==> src/hdl/sfd_pkg.sv <==
`default_nettype none
package sfd_pkg;

    // frame layout
    localparam int FRAME_BYTES = 24;
    localparam int FRAME_BITS  = FRAME_BYTES * 8;
    localparam int POS_W       = $clog2(FRAME_BYTES + 1);
    localparam int NUM_CH      = 16;
    localparam int CH_BITS     = 11;
    localparam int CH_IDX_W    = $clog2(NUM_CH);

    // field widths
    localparam int IDLE_W      = 20;
    localparam int SCALE_W     = 18;
    localparam int CAL_W       = 32;
    localparam int PROD_W      = CH_BITS + 1 + SCALE_W;
    localparam int SUM_W       = CAL_W + 2;
    localparam int LOST_W      = 16;
    localparam int NIB_W       = 4;

    // configuration port
    localparam int CFG_IDX_W   = 3;
    localparam int CFG_DATA_W  = 32;

    localparam logic [CFG_IDX_W-1:0] REG_IDLE_TIMEOUT = 3'd0;
    localparam logic [CFG_IDX_W-1:0] REG_CAL_SCALE    = 3'd1;
    localparam logic [CFG_IDX_W-1:0] REG_CAL_BIAS     = 3'd2;
    localparam logic [CFG_IDX_W-1:0] REG_HEADER_BYTE  = 3'd3;
    localparam logic [CFG_IDX_W-1:0] REG_FOOTER_BYTE  = 3'd4;
    localparam logic [CFG_IDX_W-1:0] REG_ALT_NIBBLE   = 3'd5;
    localparam logic [CFG_IDX_W-1:0] REG_LOST_MASK    = 3'd6;
    localparam logic [CFG_IDX_W-1:0] REG_FS_MASK      = 3'd7;

    // register reset values
    localparam logic [IDLE_W-1:0]         RST_IDLE_TIMEOUT = 20'd7000;
    localparam logic signed [SCALE_W-1:0] RST_CAL_SCALE    = 18'sd20471;
    localparam logic signed [CAL_W-1:0]   RST_CAL_BIAS     = -32'sd20298754;
    localparam logic [7:0]                RST_HEADER_BYTE  = 8'h0F;
    localparam logic [7:0]                RST_FOOTER_BYTE  = 8'h00;
    localparam logic [NIB_W-1:0]          RST_ALT_NIBBLE   = 4'd4;
    localparam logic [7:0]                RST_LOST_MASK    = 8'h04;
    localparam logic [7:0]                RST_FS_MASK      = 8'h08;

    // input word codes
    localparam logic ACT_BYTE = 1'b0;
    localparam logic ACT_TICK = 1'b1;

    localparam logic [CH_IDX_W-1:0] LAST_CH = CH_IDX_W'(NUM_CH - 1);

    typedef struct packed {
        logic       action;
        logic [7:0] rx_byte;
    } t_in_word;

    typedef struct packed {
        logic [CH_IDX_W-1:0]     channel_index;
        logic [CH_BITS-1:0]      channel_raw;
        logic signed [CAL_W-1:0] channel_cal;
        logic                    failsafe;
        logic                    lost_frame;
        logic [LOST_W-1:0]       lost_frame_count;
        logic                    last;
    } t_out_word;

endpackage
`default_nettype wire

==> src/hdl/sbus_frame_decoder_core.sv <==
// Channel   Direction  Handshake                    Word
// in        input      i_in_valid / o_in_ready      i_in  (t_in_word: action, rx_byte)
// out       output     o_out_valid / i_out_ready    o_out (t_out_word: one channel)
// cfg       input      i_cfg_valid / o_cfg_ready    i_cfg_index, i_cfg_data
//
// A byte or tick word is taken while the sequencer is idle, and framed as it is taken.
// A good frame then runs the shared multiply/add unit, S_MUL then S_ADD, for each
// of the 16 channel words; S_ADD waits on a stalled out; input is held off meanwhile.
// The last channel word may still wait in the output register while input resumes.
// Reset (synchronous, active low) clears framing, counters and the sequencer and
// loads the configuration defaults; the frame shift register is never cleared.
// cfg is always ready; writes are expected only while the block is idle.
`default_nettype none
module sbus_frame_decoder_core (
    input  logic                               i_clk,
    input  logic                               i_rst_n,
    input  logic                               i_in_valid,
    output logic                               o_in_ready,
    input  sfd_pkg::t_in_word                  i_in,
    output logic                               o_out_valid,
    input  logic                               i_out_ready,
    output sfd_pkg::t_out_word                 o_out,
    input  logic                               i_cfg_valid,
    output logic                               o_cfg_ready,
    input  logic [sfd_pkg::CFG_IDX_W-1:0]      i_cfg_index,
    input  logic [sfd_pkg::CFG_DATA_W-1:0]     i_cfg_data
);
    import sfd_pkg::*;

    // sequencer codes
    localparam logic [1:0] S_IDLE = 2'd0;   // taking bytes and ticks
    localparam logic [1:0] S_MUL  = 2'd1;   // raw * scale into r_prod
    localparam logic [1:0] S_ADD  = 2'd2;   // + bias, saturate, load output

    localparam logic [IDLE_W-1:0] IDLE_MAX = '1;

    // configuration registers
    logic [IDLE_W-1:0]         r_idle_timeout;
    logic signed [SCALE_W-1:0] r_cal_scale;
    logic signed [CAL_W-1:0]   r_cal_bias;
    logic [7:0]                r_header;
    logic [7:0]                r_footer;
    logic [NIB_W-1:0]          r_alt_nib;
    logic [7:0]                r_lost_mask;
    logic [7:0]                r_fs_mask;

    // control state
    logic [1:0]          r_state,    n_state;
    logic [POS_W-1:0]    r_pos,      n_pos;
    logic [7:0]          r_prev,     n_prev;
    logic [IDLE_W-1:0]   r_idle,     n_idle;
    logic [LOST_W-1:0]   r_lost_cnt, n_lost_cnt;
    logic [CH_IDX_W-1:0] r_cnt,      n_cnt;
    logic                r_out_valid, n_out_valid;

    // data path
    logic [FRAME_BITS-1:0]    r_frame, n_frame;
    logic                     r_fs,    n_fs;
    logic                     r_lf,    n_lf;
    logic [CH_BITS-1:0]       r_raw,   n_raw;
    logic signed [PROD_W-1:0] r_prod,  n_prod;
    t_out_word                r_out,   n_out;

    logic                    in_acc;
    logic                    prev_is_footer;
    logic                    rx_is_footer;
    logic                    good;
    logic [7:0]              flags;
    logic signed [SUM_W-1:0] sum;
    logic signed [CAL_W-1:0] cal_sat;

    assign o_in_ready  = (r_state == S_IDLE);
    assign o_out_valid = r_out_valid;
    assign o_out       = r_out;
    assign o_cfg_ready = 1'b1;

    assign in_acc = i_in_valid && o_in_ready;

    // footer test: exact footer byte or SBUS2 low nibble
    assign prev_is_footer = (r_prev == r_footer) || (r_prev[NIB_W-1:0] == r_alt_nib);
    assign rx_is_footer   = (i_in.rx_byte == r_footer)
                         || (i_in.rx_byte[NIB_W-1:0] == r_alt_nib);

    // newest stored byte is the flag byte when the footer arrives
    assign flags = r_frame[FRAME_BITS-1 -: 8];

    // shared add and saturate stage
    assign sum = SUM_W'(r_prod) + SUM_W'(r_cal_bias);

    always_comb begin
        if (!sum[SUM_W-1] && (sum[SUM_W-2:CAL_W-1] != '0)) begin
            cal_sat = {1'b0, {(CAL_W-1){1'b1}}};
        end else if (sum[SUM_W-1] && (sum[SUM_W-2:CAL_W-1] != '1)) begin
            cal_sat = {1'b1, {(CAL_W-1){1'b0}}};
        end else begin
            cal_sat = sum[CAL_W-1:0];
        end
    end

    always_comb begin
        n_state     = r_state;
        n_pos       = r_pos;
        n_prev      = r_prev;
        n_idle      = r_idle;
        n_lost_cnt  = r_lost_cnt;
        n_cnt       = r_cnt;
        n_frame     = r_frame;
        n_fs        = r_fs;
        n_lf        = r_lf;
        n_raw       = r_raw;
        n_prod      = r_prod;
        n_out       = r_out;
        n_out_valid = r_out_valid && !i_out_ready;
        good        = 1'b0;

        case (r_state)
            S_IDLE: begin
                if (in_acc) begin
                    if (i_in.action == ACT_TICK) begin
                        if (r_idle != IDLE_MAX) begin
                            n_idle = r_idle + 1'b1;
                        end
                        if (n_idle > r_idle_timeout) begin
                            n_pos = '0;
                        end
                    end else begin
                        n_idle = '0;
                        n_prev = i_in.rx_byte;
                        if (r_pos == '0) begin
                            if ((i_in.rx_byte == r_header) && prev_is_footer) begin
                                n_pos = POS_W'(1);
                            end
                        end else begin
                            // bytes enter at the top; byte 0 ends at the bottom
                            n_frame = {i_in.rx_byte, r_frame[FRAME_BITS-1:8]};
                            if (r_pos == POS_W'(FRAME_BYTES)) begin
                                n_pos = '0;
                                good  = rx_is_footer;
                            end else begin
                                n_pos = r_pos + 1'b1;
                            end
                        end
                    end
                end
                if (good) begin
                    n_fs  = |(flags & r_fs_mask);
                    n_lf  = |(flags & r_lost_mask);
                    if (n_lf) begin
                        n_lost_cnt = r_lost_cnt + 1'b1;
                    end
                    n_cnt   = '0;
                    n_state = S_MUL;
                end
            end
            S_MUL: begin
                n_raw   = r_frame[CH_BITS-1:0];
                n_prod  = $signed({1'b0, r_frame[CH_BITS-1:0]}) * r_cal_scale;
                n_frame = r_frame >> CH_BITS;
                n_state = S_ADD;
            end
            S_ADD: begin
                if (!r_out_valid || i_out_ready) begin
                    n_out.channel_index    = r_cnt;
                    n_out.channel_raw      = r_raw;
                    n_out.channel_cal      = cal_sat;
                    n_out.failsafe         = r_fs;
                    n_out.lost_frame       = r_lf;
                    n_out.lost_frame_count = r_lost_cnt;
                    n_out.last             = (r_cnt == LAST_CH);
                    n_out_valid            = 1'b1;
                    n_cnt                  = r_cnt + 1'b1;
                    n_state                = (r_cnt == LAST_CH) ? S_IDLE : S_MUL;
                end
            end
            default: begin
                n_state = S_IDLE;
            end
        endcase
    end

    always_ff @(posedge i_clk) begin
        if (!i_rst_n) begin
            r_state     <= S_IDLE;
            r_pos       <= '0;
            r_prev      <= '0;
            r_idle      <= '0;
            r_lost_cnt  <= '0;
            r_cnt       <= '0;
            r_out_valid <= 1'b0;
        end else begin
            r_state     <= n_state;
            r_pos       <= n_pos;
            r_prev      <= n_prev;
            r_idle      <= n_idle;
            r_lost_cnt  <= n_lost_cnt;
            r_cnt       <= n_cnt;
            r_out_valid <= n_out_valid;
        end
    end

    always_ff @(posedge i_clk) begin
        r_frame <= n_frame;
        r_fs    <= n_fs;
        r_lf    <= n_lf;
        r_raw   <= n_raw;
        r_prod  <= n_prod;
        r_out   <= n_out;
    end

    // configuration writes
    always_ff @(posedge i_clk) begin
        if (!i_rst_n) begin
            r_idle_timeout <= RST_IDLE_TIMEOUT;
            r_cal_scale    <= RST_CAL_SCALE;
            r_cal_bias     <= RST_CAL_BIAS;
            r_header       <= RST_HEADER_BYTE;
            r_footer       <= RST_FOOTER_BYTE;
            r_alt_nib      <= RST_ALT_NIBBLE;
            r_lost_mask    <= RST_LOST_MASK;
            r_fs_mask      <= RST_FS_MASK;
        end else if (i_cfg_valid) begin
            case (i_cfg_index)
                REG_IDLE_TIMEOUT: r_idle_timeout <= i_cfg_data[IDLE_W-1:0];
                REG_CAL_SCALE:    r_cal_scale    <= i_cfg_data[SCALE_W-1:0];
                REG_CAL_BIAS:     r_cal_bias     <= i_cfg_data[CAL_W-1:0];
                REG_HEADER_BYTE:  r_header       <= i_cfg_data[7:0];
                REG_FOOTER_BYTE:  r_footer       <= i_cfg_data[7:0];
                REG_ALT_NIBBLE:   r_alt_nib      <= i_cfg_data[NIB_W-1:0];
                REG_LOST_MASK:    r_lost_mask    <= i_cfg_data[7:0];
                REG_FS_MASK:      r_fs_mask      <= i_cfg_data[7:0];
                default: begin
                end
            endcase
        end
    end

endmodule
`default_nettype wire

==> config.mk <==
export PLATFORM = sky130hd
export DESIGN_NAME = sbus_frame_decoder_core
export DESIGN_NICKNAME = d
export VERILOG_FILES = /design/src/hdl/sfd_pkg.sv /design/src/hdl/sbus_frame_decoder_core.sv
export SDC_FILE = /design/constraint.sdc
export NUM_CORES = 1
export LEC_CHECK = 0
export BUFFER_PORTS_ARGS = -buffer_cell sky130_fd_sc_hd__buf_2
export CAP_MARGIN = 20
export CORE_UTILIZATION = 55
export CTS_CLUSTER_SIZE = 25
export DETAILED_ROUTE_END_ITERATION = 16
export MAX_ROUTING_LAYER = met4
export PLACE_DENSITY = 0.71
export SLEW_MARGIN = 20
export SYNTH_ARGS = -nofsm -noshare
export SYNTH_HDL_FRONTEND = slang
export SYNTH_SLANG_ARGS = --single-unit
==> constraint.sdc <==
create_clock -name i_clk -period 46.6 [get_ports i_clk]
set_input_delay 0 -clock i_clk [delete_from_list [all_inputs] [get_ports i_clk]]
set_output_delay 0 -clock i_clk [all_outputs]
set_load 0.02 [all_outputs]
---- Yosys cells after proc, flatten, opt, wreduce, memory -nomap -nowiden ----
Index checks and enable logic that the tools add are counted.
word-level totals
  input bits .............................. 49
  bits in latches ......................... 0
  ROM bits ................................ 0
  word-level logic and storage cells ...... 127
  memories kept ........................... 0
  output and inout port bits .............. 69
  bits in registers ....................... 463
  RAM bits ................................ 0
operators by class
  eq/ne operators ......................... 25
  mux-type cells .......................... 29
  reductions and logical operators ........ 36
  div/mod/pow operators ................... 0
  add/sub/neg operators ................... 5
  bitwise logic cells ..................... 3
  $lt $le $gt $ge ......................... 1
  shift operators ......................... 0
  $mul .................................... 1
operators by type and width
  cell                                            count
  2-to-1 mux 192 bit                              3
  case mux 192 bit (2 select lines)               1
  2-to-1 mux 20 bit                               5
  adder 30 x 32 -> 33 bit                         1
  2-to-1 mux 32 bit                               1
  multiplier 12 x 18 -> 30 bit                    1
  2-to-1 mux 5 bit                                5
  == test 8 bit                                   3
  AND reduction 2 bit                             12
  adder 20 x 1 -> 20 bit (second input constant)  1
  greater-than comparator 20 bit                  1
  != test 20 bit (second input constant)          1
  adder 16 x 1 -> 16 bit (second input constant)  1
  bitwise AND 8 bit                               2
  OR reduction 8 bit                              2
  == test 3 bit (second input constant)           4
  AND reduction 3 bit                             3
  == test 4 bit                                   2
  2-to-1 mux 1 bit                                8
  2-to-1 mux 4 bit                                2
  != test 2 bit (second input constant)           4
  case mux 4 bit (2 select lines)                 1
  AND reduction 4 bit                             2
  == test 3 x 2 -> 1 bit (second input constant)  2
  other kinds (19)                                32

---- Depth between registers and ports, before layout ----
Gate-level depths: netlist of the first run.
  word-level depth ........................ 9
  gate-level depth with buffers ........... 22
  gate-level depth less buffers ........... 20

---- Least setup slack after synthesis of the first run ----
Ideal clock, no wire load.
  path type ............................... register -> register
  start ................................... register r_pos[0]
  end ..................................... register r_frame[0], enable pin
  required time ........................... 45.337 ns
  clock period less this slack ............ 21.317 ns
  cell stages (with the launch flop) ...... 7
  path buffers ............................ 0
  slack ................................... 25.283 ns
  setup time .............................. 1.263 ns
  arrival time ............................ 20.055 ns
  cells stage by stage .................... dfxtp_1 inv_1 ha_1 nor2b_1 nand2b_1 nor2_1 o41ai_1
on the way
  longest elaborated chain between the ends .. 3
ends and longest elaborated chain
  what                           line                            RTL
  from (decl)                    sbus_frame_decoder_core.sv:49   logic [POS_W-1:0] r_pos, n_pos;
  from (signal assigned)         sbus_frame_decoder_core.sv:192  r_pos <= n_pos;
  zero test 5 bit                sbus_frame_decoder_core.sv:129  if (r_pos == '0) begin
  != test 2 bit (no line)        --
  AND reduction 4 bit (no line)  --
  to (signal assigned)           sbus_frame_decoder_core.sv:202  r_frame <= n_frame;
  to (decl)                      sbus_frame_decoder_core.sv:57   logic [FRAME_BITS-1:0] r_frame, n_frame;
Every way passes these cells.
A chain may end at the register's enable or synchronous reset.

---- Worst setup path after layout of the first run ----
  start ................................... register r_frame[8]
  end ..................................... register r_prod[27] (data pin)
on the way
  longest elaborated chain between the ends .. 1
ends and longest elaborated chain
  what                          line                            RTL
  multiplier 12 x 18 -> 30 bit  sbus_frame_decoder_core.sv:157  n_prod = $signed({1'b0, r_frame[CH_BITS-1:0]}) * r_cal_scale;
  to (signal assigned)          sbus_frame_decoder_core.sv:206  r_prod <= n_prod;
  to (decl)                     sbus_frame_decoder_core.sv:61   logic signed [PROD_W-1:0] r_prod, n_prod;
Every way passes these cells.

==> results of run 1 <==
stage by stage:
step / cells / total power, mW / worst slack [ps] / util, %
floorplan: 3000 / 0.597 / 25280 / -
global placement: 3662 / 0.634 / 40480 / 58.1
detailed placement: 3663 / 0.638 / 40380 / 58.1
CTS: 3812 / 1.03 / 40390 / 62.4
global route: 3813 / 1.07 / 40010 / 62.4
finish: 3813 / 1.02 / 40260 / 62.4
sequential cells by signal, summed over array words and instances (netlist names), 11 cells and up:
| register | count |
|---|---|
| r_idle | 20 |
| r_prod | 30 |
| r_cal_bias | 32 |
| r_idle_timeout | 20 |
| r_frame | 192 |
| r_cal_scale | 18 |
| o_out | 66 |
| r_raw | 11 |
| r_lost_cnt | 16 |
worst max-delay path by stage:
stage	slack, ps	start	depth (start not counted)	endpoint
after global routing	40010	r_frame[8]$_DFFE_PP_	18	r_prod[27]$_DFFE_PP_
final	40260	r_frame[8]$_DFFE_PP_	18	r_prod[27]$_DFFE_PP_
after global placement	40480	r_frame[8]$_DFFE_PP_	18	r_prod[27]$_DFFE_PP_
after detailed placement	40380	r_frame[8]$_DFFE_PP_	18	r_prod[27]$_DFFE_PP_
after floorplan	25280	r_pos[0]$_SDFFE_PN0P_	6	r_frame[0]$_DFFE_PP_
after CTS	40390	r_frame[8]$_DFFE_PP_	18	r_prod[27]$_DFFE_PP_
area by class of cell:
cell class / instances / area [sq um] / area share [%]
clock buffer: 63 / 1300 / 4.12
multi-input combinational: 2105 / 14400 / 45.7
timing repair buffer: 190 / 1300 / 4.12
tap: 672 / 841 / 2.67
inverter: 294 / 1110 / 3.52
clock inverter: 25 / 268 / 0.850
sequential: 463 / 12300 / 39.0
antenna: 1 / 2.50 / 0.00794
tightest hold or removal path: stages:
cell           delay, ps
dlygate4sd3_1        520
buf_2                100
nand2_1               50
nand3_1               70
cells in the final DEF, fill, tap and decap left out, types with 16 or more instances in the layout:
cell type / netlist / final
a21o_1: 30 / 30
edfxtp_1: 301 / 301
xnor2_1: 73 / 73
nor2b_1: 38 / 37
nor3_1: 27 / 26
a22oi_1: 21 / 21
clkbuf_16: 0 / 49
buf_2: 0 / 115
dlygate4sd3_1: 0 / 61
o21ai_0: 29 / 29
inv_1: 294 / 293
nor2_1: 60 / 59
and2_1: 85 / 85
nand3_1: 66 / 66
a21oi_2: 16 / 16
nand4_1: 27 / 27
nand2_1: 962 / 962
fa_1: 180 / 180
a21boi_0: 65 / 65
xor2_1: 47 / 47
a21oi_1: 80 / 80
dfxtp_1: 162 / 162
ha_1: 123 / 123
where the power goes:
| part | switching (mW) | internal (mW) |
|---|---|---|
| registers | 0.00374 | 0.445 |
| logic | 0.106 | 0.0801 |
| clock network | 0.165 | 0.221 |
cell families after synthesis:
family | share of synthesized area [%]
AOI/OAI and AO/OA | 8.14
xor gates and xnor gates | 3.81
adders and majority gates | 18.2
buffers and inverters | 5.86
DFF | 43.4
muxes | 0.292
other | 0.0132
and+or+nand+nor | 20.3
layer usage:
| metal | vias up | GRT usage (%) | share of wire [%] |
|---|---|---|---|
| met5 | - | - | 0 |
| met4 | 0 | 8.35 | 3.0 |
| met3 | 134 | 3.83 | 5.6 |
| met2 | 487 | 41.4 | 49 |
| met1 | 10074 | 31.3 | 42 |
| li1 | 9960 | - | - |
==> flow_summary.ini, run 1 <==
[power]
p_per_area_mw_per_mm2 = 32.4
p_leak_nw = 13.7
max-vdd-ir-drop_mv = 0.0256

[critical_path]
cp_cell_sequence = nand2_1 -> fa_1 -> inv_1 -> fa_1 -> fa_1 -> fa_1 -> inv_1 -> fa_1 -> inv_1 -> ha_1 -> a21oi_1 -> o21ai_0 -> a22o_1 -> nor4_1 -> o211ai_1 -> a31o_2 -> a21oi_1 -> xnor2_1
criticalPathCategory = flip-flop to flip-flop
crit_path_max_fanout = 20
critical_path_buf_inv_count = 3
reg2reg_to = r_prod[27]$_DFFE_PP_
crit_slowest_cell = edfxtp_1
r2r_slack_ps = 40260
cp.arrival_ps = 6690
crit_path_frequent_cell = fa_1
cp.required_ps = 46950
slowest_delay_ps = 900
crit_family = adder cells
crit_path_end_kind = flip-flop
r2r_start = r_frame[8]$_DFFE_PP_
start_kind = flip-flop
rr_worst_depth = 18

[worst_hold_path]
worst_hold_path.num_cells = 4
hold_end = r_cal_bias[27]$_SDFFE_PN1P_
hp-start = i_cfg_data[27]
hold_path.class = primary input to flip-flop

[grt]
grt_pass1_vias = 20980
antenna_found_initial = 3
grtUsageTotal_pct = 25.0
grt_pass1_wl_microns = 103000
grt_overflow = 0
grt_max_degree = 106

[synth]
yosysSeqAreaShare_pct = 43.4
synth_seq_cells = 463
synth_top_area_cell = edfxtp_1
synth.distinct_cells = 81
synth_warnings = 0
synth_top_flop_cell = edfxtp_1
syn_inst = 3000
syn_nets = 3352
synthArstFlopShare_pct = 0
synth_top_area_share_pct = 31.9
synth_edf_count = 301
syn_avg_cell_area_sq_um = 9.44
synth_most_common_cell = nand2_1
synth_commonest_cells = 962 x nand2_1, 301 x edfxtp_1, 294 x inv_1
synth_area_leaders = edfxtp_1 32%, nand2_1 13%, fa_1 13%
netlist_area_sq_mm = 0.0283

[drt]
num_vias = 20655
ant_nets = 0
post_drt_wl_per_cell_microns = 16.4
avgViaCountPerCell = 5.42
drc = 0
totalWireLength_microns = 62700
drtIter0Drc = 1422
first_pass_iters = 5

[floorplanning]
dieArea_sq_mm = 0.0524
die_w_microns = 229
die_h_microns = 229
ioPinCount = 118
row_count = 82
initial_utilization_pct = 56.1
core_area_sq_mm = 0.0505

[clock_network]
post_cts_buffers = 0
numCtsBuffers = 49
cts-root-buf = clkbuf_16
cts.clk_slew.worst_paths_ps = 70
numClockSinks = 463
cts_hold_buf = 61
htree_levels = 2
clk_latency_ps = 610
cts_tree = yes
clockBufferDepth = 3
cts-resized-gates = 0

[final_layout]
nNetsFinal = 3455
finalInstanceArea_sq_mm = 0.0315
drive_above_1_share_pct = 8.06
final.fill_count = 4196
area_growth_pct = 11.3

[outcome]
outcome = complete, no violations

[timing]
finalHoldViolations = 0
slew-limit-headroom_pct = 32.5
finalWorstPathRequiredPeriod_ps = 6340
finalCritPeriodShare_pct = 13.6
rsz0062_at_grt = false
tightest_slew_ps = 1010
finalSetupViolCount = 0
whs_ps = 169
final_max_slew_viol_count = 0
final.setup.tns_ps = 0
skew_ps = 34.5
clock.fmax_mhz = 158

[placed_design]
place_area_sq_mm = 0.0293
dp_hpwl_microns = 44400
gp_congestion = 0.895
portBuffers = 116

[run]
drv_cap = 0
Power figures use the tool's default switching activity.
==> run 2, diff against run 1 <==
--- a/config.mk
+++ b/config.mk
@@ -5,6 +5,7 @@
 export SDC_FILE = /design/constraint.sdc
 export NUM_CORES = 1
 export LEC_CHECK = 0
+export ABC_AREA = 1
 export BUFFER_PORTS_ARGS = -buffer_cell sky130_fd_sc_hd__buf_2
 export CAP_MARGIN = 20
 export CORE_UTILIZATION = 55
==> constraint.sdc (replaced) <==
create_clock -name i_clk -period 5.9 [get_ports i_clk]
set_input_delay 0 -clock i_clk [delete_from_list [all_inputs] [get_ports i_clk]]
set_output_delay 0 -clock i_clk [all_outputs]
set_load 0.02 [all_outputs]
==> run 2 against run 1 <==
Compared with the run above:
- combinational power rose to 24 times the previous value
- cell area increased by 3.7%
- first-iteration DRC count increased by 28%
- hold slack better by 52 ps
- non-clock buffer count rose by 21
- sequential power increased to 8.7 times the previous value
- critical path depth decreased by 1
- area after synthesis increased by 2.7%
- via count is 7.8% higher
- final cell count rose by 13%
- global-route usage rose by 1.2 points
- critical endpoint is now r_prod[21]$_DFFE_PP_
- largest cell class unchanged
==> flow_summary.ini, run 2 <==
[timing]
slew-limit-headroom_pct = 25.4
skew_ps = 31.3
finalCritPeriodShare_pct = 93.4
layout_setup_ws_ps = 388
final.setup.tns_ps = 0
tightest_slew_ps = 1110
finalSetupViolCount = 0
rsz0062_at_grt = false
final_max_slew_viol_count = 0
finalHoldViolations = 0
finalWorstPathRequiredPeriod_ps = 5510
clock.fmax_mhz = 181

[grt]
top_usage_layer = met2
grt_max_degree = 190
grt_pass1_vias = 21674
use_met3_pct = 3.07
grt_pass1_wl_microns = 110000
grt_overflow = 0
met2_usage_pct = 41.4
antenna_found_initial = 1
use_met1_pct = 35.4
grtUsageTotal_pct = 26.2

[critical_path]
r2r_slack_ps = 390
criticalPathCategory = flip-flop to flip-flop
cp_cell_sequence = nand2_1 -> fa_1 -> fa_1 -> inv_1 -> fa_1 -> fa_1 -> inv_1 -> fa_1 -> inv_1 -> ha_1 -> nand2_1 -> inv_1 -> nand3_1 -> o21ai_0 -> nand4_1 -> nand2_1 -> xor2_1
crit_path_end_kind = flip-flop
cp.required_ps = 6330
crit_path_frequent_cell = fa_1
crit_slowest_cell = edfxtp_1
crit_path_max_fanout = 19
slowest_delay_ps = 840
cp.arrival_ps = 5940
start_kind = flip-flop

[drt]
post_drt_wl_per_cell_microns = 15.4
drtIter0Drc = 1821
first_pass_iters = 6
totalWireLength_microns = 66400
avgViaCountPerCell = 5.17
ant_nets = 0
drc = 0
num_vias = 22274

[synth]
netlist_area_sq_mm = 0.0291
syn_nets = 3805
synthArstFlopShare_pct = 0
synth_warnings = 0
synth_edf_count = 301
synth_top_flop_cell = edfxtp_1
synth.distinct_cells = 53
synth_seq_cells = 463
synth_area_leaders = edfxtp_1 31%, nand2_1 15%, fa_1 12%
syn_avg_cell_area_sq_um = 8.42
synth_commonest_cells = 1,190 x nand2_1, 492 x inv_1, 301 x edfxtp_1
synth_top_area_cell = edfxtp_1
synth_most_common_cell = nand2_1
synth_top_area_share_pct = 31.1
yosysSeqAreaShare_pct = 42.2
syn_inst = 3453

[clock_network]
numClockSinks = 463
cts_tree = yes
cts-root-buf = clkbuf_16
numCtsBuffers = 50
htree_levels = 2
clk_latency_ps = 620
post_cts_buffers = 0
cts.clk_slew.worst_paths_ps = 60
clockBufferDepth = 3

[power]
p_seq_share_pct = 33.6
p_comb_share_pct = 38.5
p_leak_nw = 15.4
p_clk_share_pct = 27.9
swShare_pct = 36.4
p_int_mw = 7.37
power.switching_mw = 4.22
p_per_area_mw_per_mm2 = 354
max-vdd-ir-drop_mv = 0.442
finalPower_mw = 11.6

[final_layout]
drive_above_1_share_pct = 8.18
largest_reg_flops = 192
regArea_sq_mm = 0.0123
nNetsFinal = 3940
multi_input_area_sq_mm = 0.0144
area_growth_pct = 12.4
final_common_cell = nand2_1
final_cell_mix = 1,190 x nand2_1, 491 x inv_1, 301 x edfxtp_1
final.fill_count = 4414
fin_util_pct = 63.1
top_register = r_frame

[floorplanning]
core_area_sq_mm = 0.0518
row_count = 83
die_h_microns = 232
die_w_microns = 232
initial_utilization_pct = 56.1
dieArea_sq_mm = 0.0538
ioPinCount = 118

[placed_design]
gp_congestion = 0.967
dp_slack_ps = 392
portBuffers = 116
dp_hpwl_microns = 47900

[outcome]
outcome = complete, no violations

[worst_hold_path]
hold_path.class = primary input to flip-flop

[run]
drv_cap = 0
==> run 2: cell count changes in the layout (fill, tap and decap cells not counted), sizes merged, moves of 64 or more <==
cell,previous run,this run
inv,297,500
nand2,963,1225
a21boi,67,3
o21ai,39,132
and2,85,2
nor2,62,241
==> run 2: final cells by class <==
type / count / area share, %
repair buffers: 211 / 4.61
multi-input cells: 2363 / 44.1
clock inverters: 26 / 0.976
flip-flops and latches: 463 / 37.6
well taps: 680 / 2.60
clock buffers: 67 / 4.34
inverters: 499 / 5.76
diodes: 1 / 0.00765
==> run 2: through the flow <==
step	hold slack, ps	instance area [sq um]	std cells
floorplan	126	29100	3453
global placement	219	30300	4148
detailed placement	222	30300	4149
CTS	187	32700	4309
global route	225	32700	4310
finish	221	32700	4310
==> run 2: cells by family (layout without fill, tap and decap cells) <==
kind of cell,count (synthesis),in the layout,share of synthesized area [%]
buffers and inverters,627,803,8.25
DFF,463,463,42.2
other,1,2,0.0129
adders and majority gates,303,303,17.7
AOI/OAI and AO/OA,322,322,6.10
and+or+nand+nor,1627,1627,22.4
xor gates and xnor gates,110,110,3.31
==> run 2: per-layer routing <==
layer | routed length (microns) | share of wire, %
met1 | 30500 | 46
met5 | 0 | 0
met2 | 30500 | 46
met4 | 1950 | 2.9
met3 | 3350 | 5.1
==> run 2: repair_timing <==
item,4_1_cts,5_1_grt
gates resized for setup,0,0
hold buffers,67,0
hold endpoints to repair,131,0
==> run 2: worst max-delay path, delay by kind of cell (launching register included) <==
family,cells,cell delay [ps]
AO/OA/AOI/OAI,1,470
AND/OR/NAND/NOR,5,650
flip-flops,1,840
adder cells (fa/ha/maj),6,2980
buffers and inverters,4,230
XOR/XNOR,1,170
==> run 2: worst paths after layout <==
check | end | start | depth (start not counted)
max reg2reg | r_prod[21]$_DFFE_PP_ | r_frame[5]$_DFFE_PP_ | 17
max | r_prod[21]$_DFFE_PP_ | r_frame[5]$_DFFE_PP_ | 17
min | r_frame[187]$_SDFFCE_PP0P_ | i_in_valid | 3
min reg2reg | o_out[61]$_DFFE_PP_ | r_raw[10]$_DFFE_PP_ | 0
==> run 2: power groups by stage <==
stage | Clock (mW) | Combinational (mW) | Sequential [mW]
finish | 3.24 | 4.46 | 3.89
global route | 3.43 | 5.14 | 3.90
CTS | 3.31 | 4.48 | 3.89
detailed placement | 0 | 4.42 | 3.96
global placement | 0 | 4.40 | 3.96
floorplan | 0 | 3.35 | 3.92
==> run 3, diff against run 2 <==
--- a/config.mk
+++ b/config.mk
@@ -5,7 +5,7 @@
 export SDC_FILE = /design/constraint.sdc
 export NUM_CORES = 1
 export LEC_CHECK = 0
-export ABC_AREA = 1
+export ABC_AREA = 0
 export BUFFER_PORTS_ARGS = -buffer_cell sky130_fd_sc_hd__buf_2
 export CAP_MARGIN = 20
 export CORE_UTILIZATION = 55
==> run 3 against run 2 <==
Compared with the run above:
- wire length down 4.6%
- via count down 7.0%
- flip-flop and latch count unchanged
- die area down 2.6%
- non-clock buffer count up 21
- register-to-register slack worse by 310 ps
- first-iteration DRC count down 18%
- hold slack worse by 42 ps
- global-route usage down 1.1 points
- critical path type unchanged
- largest power group is now sequential cells
- highest routed layer unchanged
==> flow_summary.ini, run 3 (synthesized netlist as in run 1, its figures left out) <==
[worst_hold_path]
hp-start = i_cfg_data[31]
hold_end = r_cal_bias[31]$_SDFFE_PN1P_
worst_hold_path.num_cells = 4
hold_path.class = primary input to flip-flop

[timing]
finalSetupViolCount = 0
clock.fmax_mhz = 172
finalCritPeriodShare_pct = 98.7
final_max_slew_viol_count = 0
slew-limit-headroom_pct = 28.6
final.setup.tns_ps = 0
skew_ps = 17.1
whs_ps = 180
tightest_slew_ps = 1070
finalWorstPathRequiredPeriod_ps = 5820
finalHoldViolations = 0

[drt]
ant_nets = 0
num_vias = 20716
post_drt_wl_per_cell_microns = 16.4
drc = 0
totalWireLength_microns = 63300
avgViaCountPerCell = 5.37
first_pass_iters = 5
drtIter0Drc = 1494

[critical_path]
cp.arrival_ps = 6140
reg2reg_to = r_prod[29]$_DFFE_PP_
criticalPathCategory = flip-flop to flip-flop
cp.required_ps = 6220
start_kind = flip-flop
crit_path_max_fanout = 8
r2r_start = r_frame[4]$_DFFE_PP_
rr_worst_depth = 20
r2r_slack_ps = 80
crit_start = r_frame[4]$_DFFE_PP_
crit_path_end_kind = flip-flop

[run]
drv_cap = 0

[grt]
antenna_found_initial = 0
grtUsageTotal_pct = 25.0
grt_pass1_wl_microns = 103000
grt_overflow = 0
grt_max_degree = 191
grt_pass1_vias = 20606

[floorplanning]
dieArea_sq_mm = 0.0524
die_h_microns = 229
initial_utilization_pct = 56.1
core_area_sq_mm = 0.0505
ioPinCount = 118
row_count = 82
die_w_microns = 229

[outcome]
outcome = complete, no violations

[final_layout]
nNetsFinal = 3497
diodes = 0
area_growth_pct = 13.1
fin_util_pct = 63.5
top_register = r_frame
drive_above_1_share_pct = 10.1
final_common_cell = nand2_1
largest_reg_flops = 192
fin_cells = 3855
final_cell_mix = 961 x nand2_1, 301 x edfxtp_1, 291 x inv_1

[placed_design]
dp_hpwl_microns = 45100
gp_congestion = 0.886
dp_cells = 3693
portBuffers = 116

[clock_network]
cts_tree = yes
numCtsBuffers = 49
cts.clk_slew.worst_paths_ps = 60
clk_latency_ps = 580
htree_levels = 2
cts-root-buf = clkbuf_16
clockBufferDepth = 3
numClockSinks = 463

[power]
p_leak_nw = 14.0
p_per_area_mw_per_mm2 = 257
max-vdd-ir-drop_mv = 0.241
## run 3: cell type report
type,instances,area [sq um]
Tap cell,672,841
Clock buffer,75,1510
Clock inverter,14,165
Fill cell,4172,18400
Inverter,294,1110
Sequential cell,463,12300
Multi-Input combinational cell,2105,14500
Timing Repair Buffer,232,1630
## run 3: how the worst max path moves through the flow
stage	to	cells after the start
6_report	r_prod[29]$_DFFE_PP_	20
5_1_grt	r_prod[29]$_DFFE_PP_	20
4_1_cts	r_prod[27]$_DFFE_PP_	18
3_5_place_dp	r_prod[27]$_DFFE_PP_	18
3_3_place_gp	r_prod[27]$_DFFE_PP_	18
2_1_floorplan	r_frame[0]$_DFFE_PP_	6
## run 3: metal layers
layer  share of wire, %  vias to the layer above  global-route usage (%)
met3                4.3                      117                    3.32
met5                  0                        -                       -
li1                   -                    10036                       -
met2                 50                      425                    41.5
met1                 43                    10138                    32.2
met4                2.7                        0                    7.27
## run 3: critical path: stages (launching register included)
cell,delay (ps)
edfxtp_1,550
buf_4,200
buf_4,140
nand2_1,80
fa_1,520
inv_1,60
fa_1,480
fa_1,520
fa_1,500
inv_1,50
fa_1,500
inv_1,50
ha_1,360
and3_1,230
o211ai_1,130
o21ai_0,140
nand3_1,140
o211ai_1,300
nand3_1,150
o31ai_1,390
xnor2_1,100
## run 3: what timing repair did
action | 4_1_cts | 5_1_grt
hold buffers | 61 | 0
hold endpoints to repair | 140 | 0
buffers inserted | 0 | 12
gates resized for setup | 0 | 12
endpoints found under the setup margin | 0 | 4
## run 3: through the flow
step | area, sq um | power (mW) | worst slack, ps
4_1_cts | 31900 | 8.28 | 4.62
2_1_floorplan | 28400 | 4.71 | -1590
3_5_place_dp | 29600 | 5.07 | 27.2
5_1_grt | 32000 | 8.63 | -126
3_3_place_gp | 29600 | 5.03 | 93.5
6_report | 32000 | 8.24 | 79.2
## run 3: where the power goes
part	internal, mW	total [mW]	switching [mW]
registers	3.51	3.53	0.0229
clock network	1.89	3.18	1.28
logic	0.662	1.53	0.871
total	6.07	8.24	2.18
